===== src/rtl/pag_pkg.sv =====
// Shared types, constants and elaboration-time helpers for the pixel accumulator.
package pag_pkg;

  // Store geometry and sum width.
  localparam int MaxPixels = 65536;
  localparam int AddrW     = 16;
  localparam int SumW      = 32;
  localparam int CountW    = 16;

  // Gamma table: one entry per Q.12 level from 0.0 to 1.0 inclusive.
  localparam int LutDepth  = 4097;
  localparam int LutAw     = 13;
  localparam int QuotOne   = 4096;
  localparam int DivSteps  = 13;

  // Widths of the forward-difference registers used to build the table.
  localparam int DaW = 96;
  localparam int DbW = 150;

  // Opcodes.
  localparam logic OP_ACCUM = 1'b0;
  localparam logic OP_CLEAR = 1'b1;

  // Configuration register indexes.
  localparam logic [1:0] CFG_FRAME_WIDTH  = 2'd0;
  localparam logic [1:0] CFG_FRAME_HEIGHT = 2'd1;
  localparam logic [1:0] CFG_SAMPLE_COUNT = 2'd2;

  // Input word.
  typedef struct packed {
    logic               opcode;
    logic signed [15:0] pixel_x;
    logic signed [15:0] pixel_y;
    logic        [15:0] in_red;
    logic        [15:0] in_green;
    logic        [15:0] in_blue;
  } pag_in_t;

  // Output word.
  typedef struct packed {
    logic [15:0] pixel_index;
    logic [7:0]  out_red;
    logic [7:0]  out_green;
    logic [7:0]  out_blue;
  } pag_out_t;

  // Divider control and status between the top level and a divider lane.
  typedef struct packed {
    logic start;
    logic busy;
  } pag_div_ctl_t;

  // k-th forward difference of scale * x^e taken at x0; elaboration only.
  function automatic logic [159:0] pag_fdiff(input int k, input int x0, input int e,
                                             input logic [159:0] scale);
    logic [159:0] vals [12];
    logic [159:0] p;
    for (int j = 0; j < 12; j++) begin
      p = scale;
      for (int m = 0; m < e; m++) begin
        p = p * 160'(x0 + j);
      end
      vals[j] = p;
    end
    for (int l = 0; l < k; l++) begin
      for (int j = 0; j < 11; j++) begin
        vals[j] = vals[j+1] - vals[j];
      end
    end
    return vals[0];
  endfunction

endpackage


===== src/rtl/pag_div.sv =====
// Bit-serial restoring divider that yields a quotient clamped to 1.0 in Q.12.
module pag_div (
  input  logic                       clk_i,
  input  logic                       rst_ni,
  input  logic                       start_i,
  input  logic [pag_pkg::SumW-1:0]   dividend_i,
  input  logic [pag_pkg::CountW-1:0] divisor_i,
  output logic                       busy_o,
  output logic [pag_pkg::LutAw-1:0]  quot_o
);
  import pag_pkg::*;

  logic [3:0]        cnt_q;
  logic              busy_q;
  logic              sat_q;
  logic [CountW-1:0] rem_q;
  logic [CountW-1:0] divisor_q;
  logic [LutAw-1:0]  sh_q;
  logic [LutAw-1:0]  quo_q;

  logic [CountW:0]   trial;
  logic              ge;
  logic              sat_start;

  // One quotient bit per cycle: shift in the next dividend bit and try a subtract.
  assign trial     = {rem_q, sh_q[LutAw-1]};
  assign ge        = trial >= {1'b0, divisor_q};
  assign sat_start = dividend_i >= {3'b000, divisor_i, {LutAw{1'b0}}};

  always_ff @(posedge clk_i or negedge rst_ni) begin
    if (!rst_ni) begin
      busy_q <= 1'b0;
      cnt_q  <= '0;
    end else if (start_i) begin
      busy_q    <= 1'b1;
      cnt_q     <= 4'(DivSteps - 1);
      sat_q     <= sat_start;
      divisor_q <= divisor_i;
      rem_q     <= sat_start ? '0 : dividend_i[SumW-4:LutAw];
      sh_q      <= dividend_i[LutAw-1:0];
      quo_q     <= '0;
    end else if (busy_q) begin
      rem_q <= ge ? CountW'(trial - {1'b0, divisor_q}) : trial[CountW-1:0];
      sh_q  <= {sh_q[LutAw-2:0], 1'b0};
      quo_q <= {quo_q[LutAw-2:0], ge};
      cnt_q <= cnt_q - 4'd1;
      if (cnt_q == 4'd0) begin
        busy_q <= 1'b0;
      end
    end
  end

  // Quotients above 1.0 read as 1.0.
  assign busy_o = busy_q;
  assign quot_o = (sat_q || quo_q > LutAw'(QuotOne)) ? LutAw'(QuotOne) : quo_q;

endmodule


===== config.mk =====
export PLATFORM = sky130hd
export DESIGN_NAME = pag_div
export DESIGN_NICKNAME = d
export VERILOG_FILES = /design/src/rtl/pag_pkg.sv /design/src/rtl/pag_div.sv
export SDC_FILE = /design/constraint.sdc
export NUM_CORES = 1
export LEC_CHECK = 0
export BUFFER_PORTS_ARGS = -buffer_cell sky130_fd_sc_hd__buf_2
export CORE_MARGIN = 2
export CORE_UTILIZATION = 50
export DETAILED_ROUTE_END_ITERATION = 8
export PLACE_DENSITY = 0.71
export SYNTH_ARGS = -nofsm -noshare
export SYNTH_HDL_FRONTEND = slang
export SYNTH_SLANG_ARGS = --single-unit

===== constraint.sdc =====
create_clock -name clk_i -period 3.5 [get_ports clk_i]
set_input_delay 0.525 -clock clk_i [delete_from_list [all_inputs] [get_ports clk_i]]
set_output_delay 0.525 -clock clk_i [all_outputs]
set_load 0.01 [all_outputs]

==> results of run 1 <==
==> cell families (layout without fill, tap and decap cells) <==
group,count (synthesis),count (layout),synth area share [%]
muxes,24,24,6.15
DFF,64,64,45.7
xor gates and xnor gates,13,13,2.74
and+or+nand+nor,114,114,14.5
buffers and inverters,54,127,5.64
adders and majority gates,34,34,10.4
AOI/OAI and AO/OA,90,90,14.9
==> metrics by stage <==
| stage | hold WS [ns] | total power [mW] | setup slack [ns] | util (%) | std cells |
|---|---|---|---|---|---|
| 6_report | 0.129 | 2.23 | 0.783 | 58.8 | 571 |
| 5_1_grt | 0.145 | 2.35 | 0.606 | 58.8 | 571 |
| 4_1_cts | 0.124 | 2.24 | 0.814 | 58.8 | 571 |
| 3_5_place_dp | 0.489 | 1.55 | 0.777 | 56.2 | 555 |
| 3_3_place_gp | 0.481 | 1.53 | 0.840 | 56.2 | 555 |
| 2_1_floorplan | 0.229 | 1.39 | 0.957 | - | 393 |
==> final cells by class <==
type / instances / area, um2 / area share, %
sequential: 64 / 1900 / 39.6
tap: 105 / 131 / 2.75
clock inverter: 6 / 83.8 / 1.75
clock buffer: 10 / 128 / 2.67
multi-input combinational: 275 / 2030 / 42.3
inverter: 41 / 154 / 3.22
timing repair buffer: 70 / 365 / 7.64
==> Yosys cell counts (2+ instances only) <==
master / count
nand4_1: 8
ha_1: 33
o21a_1: 5
inv_1: 40
nor2b_1: 3
o211ai_1: 2
edfxtp_1: 59
nor2_1: 27
xnor2_1: 10
mux2i_1: 12
nand3_1: 11
a211o_1: 4
or4_1: 2
nor4_1: 4
mux2_2: 12
clkbuf_1: 7
a21oi_1: 19
nor3_1: 11
nor4b_1: 4
and2_1: 14
nor3_2: 2
a211oi_1: 7
buf_1: 2
dfrtp_1: 5
a21boi_0: 2
nand2b_1: 4
a31oi_1: 15
buf_4: 2
o32ai_1: 7
nand2_1: 18
xor2_1: 3
a21o_1: 6
o21ai_0: 7
o21ai_1: 8
==> registers in the layout, indices dropped and copies added (netlist names) <==
register   flops
rem_q         16
divisor_q     16
busy_o         1
sh_q          13
sat_q          1
cnt_q          4
quo_q         13
==> how the worst max path moves through the flow <==
stage | cells after the start | slack [ns] | endpoint
final | 7 | 0.78 | rem_q[0]
after global routing | 11 | 0.61 | rem_q[14]
after CTS | 7 | 0.81 | rem_q[13]
after detailed placement | 10 | 0.78 | rem_q[0]
after global placement | 11 | 0.84 | rem_q[12]
after floorplan | 9 | 0.96 | rem_q[14]
==> layer usage <==
layer	global-route usage, %	wire (um)
met5	0	0
met4	8.09	175
met3	3.64	459
met2	35.4	4460
met1	28.1	4090
==> worst max-delay path, stage by stage (launching register included) <==
cell	delay, ns
edfxtp_1	0.40
ha_1	0.36
a21o_1	0.21
o41a_4	0.47
a211o_1	0.33
nand2_2	0.31
a21boi_0	0.16
o32ai_1	0.30
==> power groups by stage <==
| stage | Combinational, mW | Sequential (mW) | Clock [mW] |
|---|---|---|---|
| floorplan | 0.427 | 0.965 | 0 |
| global placement | 0.556 | 0.976 | 0 |
| detailed placement | 0.569 | 0.979 | 0 |
| CTS | 0.574 | 0.963 | 0.699 |
| global route | 0.646 | 0.970 | 0.729 |
| finish | 0.577 | 0.963 | 0.691 |
==> results.toml, run 1 <==
[status]
status = "completed"

[final_layout]
syn_to_final_growth_pct = 15.3
final_common_cell = "buf_2"
drive_above_1_share_pct = 22.7
nFillCells = 687
layout.nets = 546
final_area_um2 = 4780
final_cell_mix = "64 x buf_2, 59 x edfxtp_1, 40 x inv_1, 33 x ha_1, 27 x nor2_1"
antenna_cells = 0

[clock_tree]
cts_buffers = 9
holdBufCountCts = 0
clockBufferDepth = 2
cts_setup_buffers = 0
path_clk_slew_ns = 0.07
cts_tree = "done"
ctsResizeCount = 0
clock-sinks = 64
htree_levels = 3
clock_latency_ns = 0.34
cts_root_buf = "clkbuf_8"

[critical_path]
startpoint_type = "flop"
ff2ff_path_depth = 7
regToRegSetupSlack_ns = 0.78
r2r-start = "rem_q[3]"
required_ns = 3.66
reg2reg_to = "rem_q[0]"
end_kind = "flop"
cp_max_fo = 18
cp.arrival_ns = 2.88
critPathKind = "flop to flop"
critPathLaunch = "rem_q[3]"

[power]
intPower_mw = 1.57
p_leak_nw = 2.12
clkPwrFrac_pct = 31.0
pwr-share-seq_pct = 43.2
p_sw_mw = 0.657
combPwrFrac_pct = 25.9
vdd.ir_drop.worst_mv = 0.202
pwr_density_cell_nw_per_um2 = 466
swShare_pct = 29.4

[logic_synthesis]
synth_area_leaders = "edfxtp_1 43%, ha_1 9.9%, inv_1 3.6%"
yosysTopAreaCell = "edfxtp_1"
synthArstFlopShare_pct = 7.81
synth_edf_count = 59
synthCells = 393
avgSynthCellArea_um2 = 10.6
ys_seq_area_share_pct = 45.7
yosysTopAreaCellShare_pct = 42.7
postSynthRegisterBits = 64
ys.flop_type = "edfxtp_1"
synthesis.area_um2 = 4150
yosysWarnings = 0
yosysUniqueCellTypes = 52
syn-num-nets = 478

[sta]
worst_slew_pin_slew_ns = 0.892
finalHoldViolCount = 0
fmax_mhz = 368
finalCritPeriodShare_pct = 77.6
tns_ns = 0
slew_headroom_pct = 40.5
rsz0062_at_grt = "false"
drv_slew = 0
finClkSkew_ns = 0.00955
setup_viol = 0
fin_crit_ns = 2.72

[flow_run]
drv_cap = 0

[floorplan]
io_pins = 65
coreArea_um2 = 8130
die_y_um = 95.1
row_count = 33
chipWidth_um = 95.1
start_util_pct = 51.0
die_area_um2 = 9050

[place]
place.gp.congestion = 0.890
dp_hpwl_um = 6700
io_buffer_count = 64
placed_area_um2 = 4570

[global_routing]
first_global_vias = 3129
gr-total-overflow = 0
grt_pass1_wl_um = 15000
antenna_found_initial = 0
grt_max_degree = 30
grt.total_usage_pct = 21.4

[drt]
drt_iter0_markers = 145
num_vias = 3263
drc = 0
detail-route-antenna-nets = 0
wl_per_cell_um = 16.1
wl_um = 9190
vias_per_cell = 5.71
dr.pass1.iters = 4

[hold_path]
hold_class = "input port to async pin"
(Power assumes the default switching activity.)
==> inputs of run 2 (changes only) <==
- clock period: 3.5 -> 2.8 ns (I/O delays scaled with it)
==> results.toml, run 2 (same netlist as run 1, synthesis figures left out) <==
[status]
status = "completed"

[clock_tree]
htree_levels = 3
clockBufferDepth = 2
path_clk_slew_ns = 0.08
clock-sinks = 64
clock_latency_ns = 0.35
cts_buffers = 9
cts_tree = "done"
cts_root_buf = "clkbuf_8"

[critical_path]
end_kind = "flop"
required_ns = 2.98
startpoint_type = "flop"
crit_family = "compound AO/OA/AOI/OAI gates"
path_buf_inv = 0
cp_max_fo = 18
cpMaxStageDelayCell = "o41a_4"
max_stage_delay_ns = 0.46
crit_chain = "ha_1 > a21o_1 > o41a_4 > a211o_1 > nand2_4 > a21boi_0 > o32ai_1"
cp.arrival_ns = 2.78
critPathKind = "flop to flop"

[final_layout]
fin_cells = 578
nFillCells = 679
top_regs = "divisor_q x16, rem_q x16"
final_cell_mix = "64 x buf_2, 59 x edfxtp_1, 40 x inv_1, 33 x ha_1, 27 x nor2_1"
drive_above_1_share_pct = 23.7
final_common_cell = "buf_2"
final_area_um2 = 4850
syn_to_final_growth_pct = 16.9
multi_input_area_um2 = 2030
layout.nets = 553
antenna_cells = 0
regArea_um2 = 1900

[global_routing]
antenna_found_initial = 0
grt.total_usage_pct = 22.1
grt_max_degree = 30
gr-total-overflow = 0
grt_pass1_wl_um = 15300
first_global_vias = 3166

[place]
placed_area_um2 = 4620
dp_hpwl_um = 6680
io_buffer_count = 64
dp.cells = 561
place.gp.congestion = 0.871

[drt]
num_vias = 3266
wl_um = 9220
detail-route-antenna-nets = 0
dr.pass1.iters = 4
wl_per_cell_um = 16.0
vias_per_cell = 5.65
drt_iter0_markers = 202
drc = 0

[power]
clkPwrFrac_pct = 31.3
vdd.ir_drop.worst_mv = 0.316
swShare_pct = 29.7
combPwrFrac_pct = 26.2
pwr-share-seq_pct = 42.5
pwr_density_cell_nw_per_um2 = 583
intPower_mw = 1.99
p_leak_nw = 2.17
p_sw_mw = 0.841

[floorplan]
die_y_um = 95.1
chipWidth_um = 95.1
row_count = 33
io_pins = 65
start_util_pct = 51.0
coreArea_um2 = 8130
die_area_um2 = 9050

[sta]
tns_ns = 0
slew_headroom_pct = 60.2
holdWs_ns = 0.259
fin_crit_ns = 2.61
finalCritPeriodShare_pct = 93.2
finalHoldViolCount = 0
setup_viol = 0
worst_slew_pin_slew_ns = 0.597
finClkSkew_ns = 0.0121
fmax_mhz = 383
drv_slew = 0
rsz0062_at_grt = "false"

[flow_run]
drv_cap = 0

[hold_path]
hold_class = "input port to flop"
run 2: through the flow:
step	setup slack (ns)	power [mW]	util, %
3_5_place_dp	0.122	1.95	56.8
6_report	0.191	2.83	59.7
3_3_place_gp	0.217	1.93	56.8
2_1_floorplan	0.257	1.74	-
4_1_cts	0.100	2.83	59.6
5_1_grt	0.0438	2.99	59.7
run 2: repair_timing:
action / CTS / global route
resized for setup: 0 / 2
hold buffers: 1 / 0
hold endpoints to repair: 5 / 0
endpoints found under the setup margin: 0 / 4
buffers inserted: 0 / 0
run 2: metal layers:
| layer | wire [um] | track usage, % | vias to the layer above |
|---|---|---|---|
| met3 | 432 | 4.51 | 9 |
| met5 | 0 | 0 | - |
| li1 | - | - | 1621 |
| met4 | 112 | 7.61 | 0 |
| met2 | 4450 | 35.2 | 80 |
| met1 | 4230 | 30.1 | 1556 |
run 2: final cells by class:
| cell class | instances | share of cell area, % |
|---|---|---|
| multi-input combinational | 275 | 41.9 |
| sequential | 64 | 39.1 |
| timing repair buffer | 77 | 8.66 |
| inverter | 41 | 3.17 |
| tap | 105 | 2.71 |
| clock buffer | 9 | 2.55 |
| clock inverter | 7 | 1.96 |
run 2: path summary, 6_finish.rpt:
kind / cells past startpoint / from / slack [ns] / end
worst max-delay path: 7 / rem_q[3] / 0.19 / rem_q[0]
worst min-delay path: 1 / divisor_i[6] / 0.26 / divisor_q[6]
worst max register to register: 7 / rem_q[3] / 0.19 / rem_q[0]
worst min register to register: 2 / cnt_q[3] / 0.54 / cnt_q[3]
max in group asynchronous: 2 / rst_ni / 1.98 / cnt_q[1]
min in group asynchronous: 2 / rst_ni / 0.53 / cnt_q[0]
run 2: power by group through the flow:
stage	clock network, mW	logic [mW]	registers (mW)
after floorplan	0	0.534	1.21
after global placement	0	0.715	1.22
after detailed placement	0	0.728	1.22
after CTS	0.896	0.736	1.20
after global routing	0.939	0.836	1.21
final	0.884	0.741	1.20
==> inputs of run 3 (changes only) <==
- clock period: 2.8 -> 2.44 ns (I/O delays scaled with it)
==> results.toml, run 3 (same netlist as run 1, synthesis figures left out) <==
[global_routing]
grt_max_degree = 30
first_global_vias = 3300
grt.total_usage_pct = 23.3
antenna_found_initial = 0
grt_pass1_wl_um = 16000
gr-total-overflow = 0

[place]
dp.cells = 589
io_buffer_count = 64
place.gp.congestion = 0.877
dp_hpwl_um = 6980

[sta]
setup_viol = 16
rsz0062_at_grt = "true"
slew_headroom_pct = 38.4
fmax_mhz = 403
fin_crit_ns = 2.48
drv_slew = 0
holdWs_ns = 0.0814
finalHoldViolCount = 0
finalCritPeriodShare_pct = 102
fin_ws_ns = -0.0385
tns_ns = -0.309
worst_slew_pin_slew_ns = 0.924
finClkSkew_ns = 0.00799

[critical_path]
cp_max_fo = 7
cp.arrival_ns = 2.55
critPathKind = "flop to flop"
required_ns = 2.51
end_kind = "flop"
ff2ff_path_depth = 7
startpoint_type = "flop"

[power]
combPwrFrac_pct = 33.2
vdd.ir_drop.worst_mv = 0.402
pwr-share-seq_pct = 39.6
intPower_mw = 2.44
p_sw_mw = 1.08
clkPwrFrac_pct = 27.2
p_leak_nw = 2.38
swShare_pct = 30.7
pwr_density_cell_nw_per_um2 = 645

[floorplan]
die_y_um = 95.1
chipWidth_um = 95.1
die_area_um2 = 9050
io_pins = 65
start_util_pct = 51.0
coreArea_um2 = 8130
row_count = 33

[clock_tree]
cts_buffers = 9
cts_root_buf = "clkbuf_8"
clockBufferDepth = 2
clock-sinks = 64
cts_tree = "done"
clock_latency_ns = 0.35
htree_levels = 3
path_clk_slew_ns = 0.07

[status]
violations = "negative setup slack"
status = "finished, violations left"

[drt]
num_vias = 3533
wl_um = 10600
drt_iter0_markers = 159
dr.pass1.iters = 4
vias_per_cell = 5.79
drc = 0
detail-route-antenna-nets = 0
wl_per_cell_um = 17.4

[final_layout]
antenna_cells = 0
final_cell_mix = "64 x buf_2, 59 x edfxtp_1, 39 x inv_1, 39 x buf_4"
final_common_cell = "buf_2"
layout.nets = 586
top_regs = "divisor_q x16, rem_q x16"
syn_to_final_growth_pct = 31.3
fin_cells = 610
drive_above_1_share_pct = 36.6

[flow_run]
drv_cap = 0

[hold_path]
hold_class = "input port to async pin"
## run 3: changes by cell type in the layout (fill, tap and decap cells not counted), moves of 4 or more
cell / delta
buf_4: +27
ha_1: -7
ha_4: +7
a21oi_1: -5
nand3_1: -5
nand3_2: +5
nor3_1: -5
o32ai_1: -5
o32ai_2: +5
o21ai_2: +4
## run 3: area by class of cell
type,instances,area (um2)
clock buffer,9,124
clock inverter,6,75.1
fill,641,2690
inverter,41,154
multi-input combinational,276,2360
sequential,64,1900
tap,105,131
timing repair buffer,109,712
## run 3: power groups by stage
| stage | Combinational, mW | Sequential (mW) | Clock, mW |
|---|---|---|---|
| 2_1_floorplan | 0.615 | 1.38 | 0 |
| 3_3_place_gp | 0.924 | 1.40 | 0 |
| 3_5_place_dp | 0.943 | 1.40 | 0 |
| 4_1_cts | 0.978 | 1.38 | 0.972 |
| 5_1_grt | 1.27 | 1.40 | 1.02 |
| 6_report | 1.17 | 1.39 | 0.955 |
## run 3: path summary, 6_finish.rpt
| kind | startpoint | endpoint | slack [ns] |
|---|---|---|---|
| worst max-delay path | rem_q[3] | rem_q[12] | -0.04 |
| worst min-delay path | rst_ni | cnt_q[0] | 0.08 |
| worst max register to register | rem_q[3] | rem_q[12] | -0.04 |
| worst min register to register | cnt_q[3] | cnt_q[3] | 0.52 |
| max in group asynchronous | rst_ni | cnt_q[2] | 2.19 |
| min in group clk_i | divisor_i[6] | divisor_q[6] | 0.21 |
## run 3: per-layer routing
| layer | share of wire [%] | global-route usage (%) |
|---|---|---|
| met5 | 0 | 0 |
| met4 | 2.4 | 9.18 |
| met3 | 5.6 | 4.74 |
| met2 | 48 | 36.9 |
| met1 | 44 | 31.5 |
## run 3: per-stage QoR
stage | cell area, um2 | util [%] | total power [mW] | worst slack [ns]
after floorplan | 4160 | - | 2.00 | 0.00325
after global placement | 4870 | 59.8 | 2.32 | -0.206
after detailed placement | 4870 | 59.8 | 2.34 | -0.217
after CTS | 5110 | 62.9 | 3.33 | -0.0505
after global routing | 5450 | 67.0 | 3.69 | -0.136
final | 5450 | 67.0 | 3.51 | -0.0385
## run 3: critical path: stages (launching register included)
cell and delay [ns]:
edfxtp_1 0.44, ha_4 0.26, a21o_1 0.20, o41a_4 0.45, a211o_4 0.38, and2_4 0.23
o21ai_1 0.15, a31oi_1 0.10
## run 3: repair_timing
item	4_1_cts	5_1_grt
cloned	1	1
setup buffers	1	5
gates resized for setup	12	45
endpoints found under the setup margin	15	17
pin swaps	5	17
hold buffers	0	0
